## src/rtl/ilt_pkg.sv

```systemverilog
package ilt_pkg;

  // Default sizes of the list.
  localparam int CAPACITY_DEF      = 64;
  localparam int ELEMENT_WIDTH_DEF = 32;

  // Fixed payload field widths.
  localparam int FUNC_W   = 2;
  localparam int POS_W    = 7;
  localparam int VALUE_W  = 32;
  localparam int STATUS_W = 2;
  localparam int FOUND_W  = 6;
  localparam int COUNT_W  = 7;

  // Operation codes.
  localparam logic [FUNC_W-1:0] FUNC_INSERT = 2'd0;
  localparam logic [FUNC_W-1:0] FUNC_ERASE  = 2'd1;
  localparam logic [FUNC_W-1:0] FUNC_READ   = 2'd2;
  localparam logic [FUNC_W-1:0] FUNC_FIND   = 2'd3;

  // Status codes.
  localparam logic [STATUS_W-1:0] STAT_OK        = 2'd0;
  localparam logic [STATUS_W-1:0] STAT_BAD_INDEX = 2'd1;
  localparam logic [STATUS_W-1:0] STAT_FULL      = 2'd2;
  localparam logic [STATUS_W-1:0] STAT_NOT_FOUND = 2'd3;

  typedef struct packed {
    logic [FUNC_W-1:0]  func;
    logic [POS_W-1:0]   position;
    logic [VALUE_W-1:0] value;
  } ilt_in_t;

  typedef struct packed {
    logic [STATUS_W-1:0] status;
    logic [VALUE_W-1:0]  data;
    logic [FOUND_W-1:0]  found_position;
    logic [COUNT_W-1:0]  count;
  } ilt_out_t;

  // Commands broadcast to every cell of the chain.
  typedef struct packed {
    logic ins_en;
    logic era_en;
  } ilt_cell_ctrl_t;

endpackage

```

## src/rtl/ilt_cell.sv

```systemverilog
module ilt_cell #(
  parameter int INDEX = 0,
  parameter int EW    = 32,
  parameter int CMP_W = 7
) (
  input  logic                    clk,
  input  ilt_pkg::ilt_cell_ctrl_t ctrl,
  input  logic [CMP_W-1:0]        pos,
  input  logic [CMP_W-1:0]        count,
  input  logic [EW-1:0]           val,
  input  logic [EW-1:0]           prev_entry,
  input  logic [EW-1:0]           next_entry,
  output logic [EW-1:0]           entry,
  output logic                    match,
  output logic [EW-1:0]           rd_data
);
  import ilt_pkg::*;

  localparam logic [CMP_W-1:0] MY_IDX = CMP_W'(INDEX);

  logic [EW-1:0] entry_r;

  // Insert moves entries above the position up one place and writes the new
  // value at the position; erase pulls entries from the position upwards down.
  always_ff @(posedge clk) begin
    if (ctrl.ins_en) begin
      if (MY_IDX > pos) begin
        entry_r <= prev_entry;
      end else if (MY_IDX == pos) begin
        entry_r <= val;
      end
    end else if (ctrl.era_en) begin
      if (MY_IDX >= pos) begin
        entry_r <= next_entry;
      end
    end
  end

  // A live entry that equals the search value flags a match.
  assign match   = (MY_IDX < count) && (entry_r == val);
  assign rd_data = (MY_IDX == pos) ? entry_r : '0;
  assign entry   = entry_r;

endmodule

```

## config.mk

```make
export PLATFORM = sky130hd
export DESIGN_NAME = ilt_cell
export DESIGN_NICKNAME = d
export VERILOG_FILES = /design/src/rtl/ilt_pkg.sv /design/src/rtl/ilt_cell.sv
export SDC_FILE = /design/constraint.sdc
export NUM_CORES = 1
export LEC_CHECK = 0
export BUFFER_PORTS_ARGS = -buffer_cell sky130_fd_sc_hd__buf_2
export CAP_MARGIN = 25
export CORE_MARGIN = 3
export CORE_UTILIZATION = 25
export DETAILED_ROUTE_END_ITERATION = 6
export PLACE_DENSITY = 0.56
export SETUP_SLACK_MARGIN = 0.02
export SLEW_MARGIN = 20
export SYNTH_ARGS = -nofsm -noshare
export SYNTH_HDL_FRONTEND = slang
export SYNTH_SLANG_ARGS = --single-unit
```

## constraint.sdc

```tcl
create_clock -name clk -period 6.6 [get_ports clk]
set_input_delay 1.32 -clock clk [delete_from_list [all_inputs] [get_ports clk]]
set_output_delay 1.32 -clock clk [all_outputs]
set_load 0.02 [all_outputs]
```

==> results of run 1 <==
-- kinds of logic (layout without fill, tap and decap cells) --
group / after synthesis / count (layout)
AO/OA/AOI/OAI: 2 / 2
XOR/XNOR: 32 / 32
buffers and inverters: 7 / 153
flip-flops: 32 / 32
multiplexers: 32 / 32
AND/OR/NAND/NOR: 46 / 46
-- worst paths after layout --
check | start | to | slack [ns] | cells past startpoint
max | val[15] | match | 2.26 | 6
min | next_entry[14] | entry[14]$_DFFE_PP_ | 1.34 | 2
-- cells in the final DEF, fill, tap and decap left out --
cell	n
nor4_4	1
xor2_1	28
clkbuf_8	5
and2_2	20
or4_4	1
clkinv_1	2
nand3_1	1
nand4_1	2
and2_1	12
xnor2_1	4
buf_2	145
nor4_1	8
nor3_1	1
mux2_2	32
buf_4	1
edfxtp_1	32
a2111oi_0	1
o21a_2	1
-- cells in the mapped netlist --
library cell | count | area share, %
nand3_1 | 1 | 0.25
nor3_1 | 1 | 0.25
or4_4 | 1 | 0.57
nor4_1 | 8 | 2.5
xnor2_1 | 4 | 1.8
clkbuf_2 | 3 | 0.76
and2_1 | 12 | 3.8
edfxtp_1 | 32 | 49
nand4_1 | 2 | 0.63
and2_2 | 20 | 7.6
nor4_4 | 1 | 1.1
mux2_2 | 32 | 18
a2111oi_0 | 1 | 0.44
o21a_1 | 1 | 0.38
clkbuf_1 | 4 | 0.76
xor2_1 | 28 | 12
-- per-stage QoR --
stage	hold slack (ns)	area, um^2
2_1_floorplan	1.540	1978
3_3_place_gp	1.622	2806
3_5_place_dp	1.625	2806
4_1_cts	1.323	2883
5_1_grt	1.326	2883
6_report	1.340	2883
-- report_power, final --
part,total [mW],switching (mW),internal (mW)
clock network,0.140,0.0703,0.0696
logic,0.0646,0.0270,0.0376
registers,0.227,0.000839,0.226
total,0.432,0.0981,0.333
-- per-layer routing --
layer  global-route usage [%]  up-vias  routed length (um)
met4                    3.245        0                  36
li1                         -      833                   -
met3                    3.904        5                 636
met5                        0        -                   0
met2                    22.72       94                2896
met1                    14.65      753                2350
-- area by class of cell --
class / count / area (um^2) / share of cell area, %
multi-input cells: 112 / 988.4 / 34.29
flip-flops and latches: 32 / 960.9 / 33.33
repair buffers: 146 / 733.2 / 25.43
well taps: 99 / 123.9 / 4.297
clock buffers: 5 / 68.82 / 2.387
clock inverters: 2 / 7.507 / 0.2604
==> reports/qor.yml, run 1 <==
cts_made_buffers: 5
critPathLaunchType: "input port"
critPathMaxFanout: 2
detail_route.wl_per_cell_um: 14.95
start_util_pct: 26.56
cts.clk_slew.worst_paths_ns: 0.07
cts_tree: "done"
grt_max_degree: 34
grt_usage_pct: 12.70
io_pins: 178
num_vias: 1685
synth.avg_cell_area_um2: 13.10
postCtsSetupBuffers: 0
yosys.area_share.simple_pct: 16.70
path_class: "in -> out"
die_h_um: 94.95
synthMuxAreaShare_pct: 18.22
cap_violations: 0
cp_common_cell: "buf_2"
routed_via_density: 4.255
hold_viol: 0
drt-initial-drc-count: 48
die_area_um2: 9016
postRouteAntennaNets: 0
power_leakage_nw: 1.337
cts_hold_buf: 0
final_max_slew_viol_count: 0
io_buffers: 145
drt-pass1-iter-count: 4
fmax_mhz: 230.5
netlist_area_um2: 1978
yosysWarnings: 0
synth_top_family_by_area: "multiplexers"
crit_arrival_ns: 3.02
place.gp.congestion: 0.6821
clock_sinks: 32
grt-ovfl-total: 0
worstPathCellList: "buf_2 -> xor2_1 -> nor4_1 -> nand3_1 -> a2111oi_0 -> buf_2"
fin_nets: 410
syn_to_final_growth_pct: 45.73
drive_gt1_share_pct: 69.36
first_global_vias: 1681
slowest_delay_ns: 0.53
cts-root-buf: "clkbuf_8"
p_per_area_nw_per_um2: 149.7
rows: 31
period_needed_ns: 4.339
peakVddDrop_uv: 74.19
synth_compound_area_share_pct: 0.8223
drt-total-wl_um: 5919
fp.dieW_um: 94.95
total_power_mw: 0.4316
place_ws_ns: 2.117
drc: 0
critPathBufInv: 2
netlist-cell-type-count: 16
synth.net_count: 264
cp_top_family: "simple AND/OR/NAND/NOR gates"
tightest_slew_ns: 0.8112
largest_reg_flops: 32
synth_seq_cells: 32
cp.required_ns: 5.28
yosys.area_share.adder_pct: 0
dp_cells: 389
fin_tns_setup_ns: 0
fin_crit_sh_pct: 65.74
clockBufferDepth: 2
grt_pass1_wl_um: 8473
antenna_found_initial: 0
slew_headroom_pct: 45.92
n_fill_cell: 771
dp_hpwl_um: 4692
antenna_cells: 0
rsz0062_at_grt: "false"
fin_ws_ns: 2.261
status: "finished, final reports clean"
cp_slowest_cell: "nor4_1"
ys_seq_area_share_pct: 48.58
fin_util_pct: 38.71
setup_viol: 0
synth_cells: 151
end_kind: "primary output"
holdCritPathClass: "in -> reg"
instances_no_fill: 396
cts.repair.resized: 0
synth_xor_area_share_pct: 14.17
cts_max_level: 2
coreArea_um2: 7447
Power figures use the tool's default switching activity.
==> run 2: changes to the inputs <==
==> constraint.sdc (replaced) <==
create_clock -name clk -period 4.5 [get_ports clk]
set_input_delay 0.9 -clock clk [delete_from_list [all_inputs] [get_ports clk]]
set_output_delay 0.9 -clock clk [all_outputs]
set_load 0.02 [all_outputs]
==> reports/qor.yml, run 2 (synthesis gave the netlist of run 1 again) <==
die_h_um: 94.95
num_vias: 1679
cts_tree: "done"
io_buffers: 145
dp_hpwl_um: 4740
cap_violations: 0
die_area_um2: 9016
drive_gt1_share_pct: 69.90
grt_pass1_wl_um: 8569
place.gp.congestion: 0.6754
detail_route.wl_per_cell_um: 15.03
io_pins: 178
cts-root-buf: "clkbuf_8"
drt-pass1-iter-count: 4
end_kind: "primary output"
place_area_um2: 2814
first_global_vias: 1652
fin_crit_sh_pct: 77.81
grt_usage_pct: 12.93
hold_end: "entry[6]$_DFFE_PP_"
worstHoldPathCells: 2
layout_common_cells: "buf_2 (145), mux2_2 (32), edfxtp_1 (32)"
cts_max_level: 2
clockBufferDepth: 2
critPathMaxFanout: 2
total_power_mw: 0.7038
instances_no_fill: 398
grt-ovfl-total: 0
antenna_found_initial: 0
path_class: "in -> out"
fmax_mhz: 285.6
peakVddDrop_uv: 111.0
hold_ws_ns: 0.9142
rows: 31
met1_length_um: 2425
coreArea_um2: 7447
met3_length_um: 644
status: "finished, final reports clean"
fin_nets: 411
final_max_slew_viol_count: 0
design_area_um2: 2922
cts_made_buffers: 5
syn_to_final_growth_pct: 47.69
fp.dieW_um: 94.95
antenna_cells: 0
crit_arrival_ns: 2.60
holdCritPathClass: "in -> reg"
hold_viol: 0
drt-initial-drc-count: 52
dp_cells: 390
critPathLaunchType: "input port"
power_leakage_nw: 1.358
min_from: "next_entry[6]"
drt-total-wl_um: 5983
postRouteAntennaNets: 0
rsz0062_at_grt: "false"
cts_hold_buf: 0
p_per_area_nw_per_um2: 240.9
setup_viol: 0
cp.required_ns: 3.60
routed_via_density: 4.219
slew_headroom_pct: 45.92
wl_met2_um: 2838
fin_tns_setup_ns: 0
tightest_slew_ns: 0.8112
postCtsSetupBuffers: 0
cts.clk_slew.worst_paths_ns: 0.07
period_needed_ns: 3.502
routed.top_layer: "met4"
start_util_pct: 26.56
clock_sinks: 32
cts.repair.resized: 0
largest_reg_flops: 32
final_common_cell: "buf_2"
grt_max_degree: 34
drc: 0
-- run 2: worst max-delay path by stage --
stage,startpoint,slack (ns),end,depth (start not counted)
finish,val[15],1.0,match,6
floorplan,val[10],1.07,match,4
global route,val[15],0.87,match,6
detailed placement,val[15],0.90,match,6
CTS,val[15],0.89,match,6
global placement,val[15],0.84,match,6
-- run 2: metrics by stage --
step / setup slack, ns / util (%)
after floorplan: 1.070 / -
after global placement: 0.8441 / 37.79
after detailed placement: 0.9006 / 37.79
after CTS: 0.8943 / 39.23
after global routing: 0.8731 / 39.23
final: 0.9984 / 39.23
-- run 2: metal layers --
metal | up-vias | GRT usage (%)
met1 | 738 | 15.17
met2 | 96 | 22.43
met3 | 8 | 4.223
met5 | - | 0
li1 | 837 | -
met4 | 0 | 3.726
-- run 2: critical path: stages --
cell	delay (ns)
buf_2	0.11
xor2_1	0.15
nor4_1	0.57
nand3_1	0.13
a2111oi_0	0.47
buf_2	0.26
-- run 2: layout make-up --
class,count,area [um^2]
clock buffer,6,72.57
clock inverter,2,35.03
fill,775,4526
multi-input combinational,112,988.4
sequential,32,960.9
tap,99,123.9
timing repair buffer,147,740.7
-- run 2: where the power goes --
part / internal (mW) / switching (mW)
Sequential: 0.332 / 0.00124
Clock: 0.164 / 0.110
Combinational: 0.0556 / 0.0403
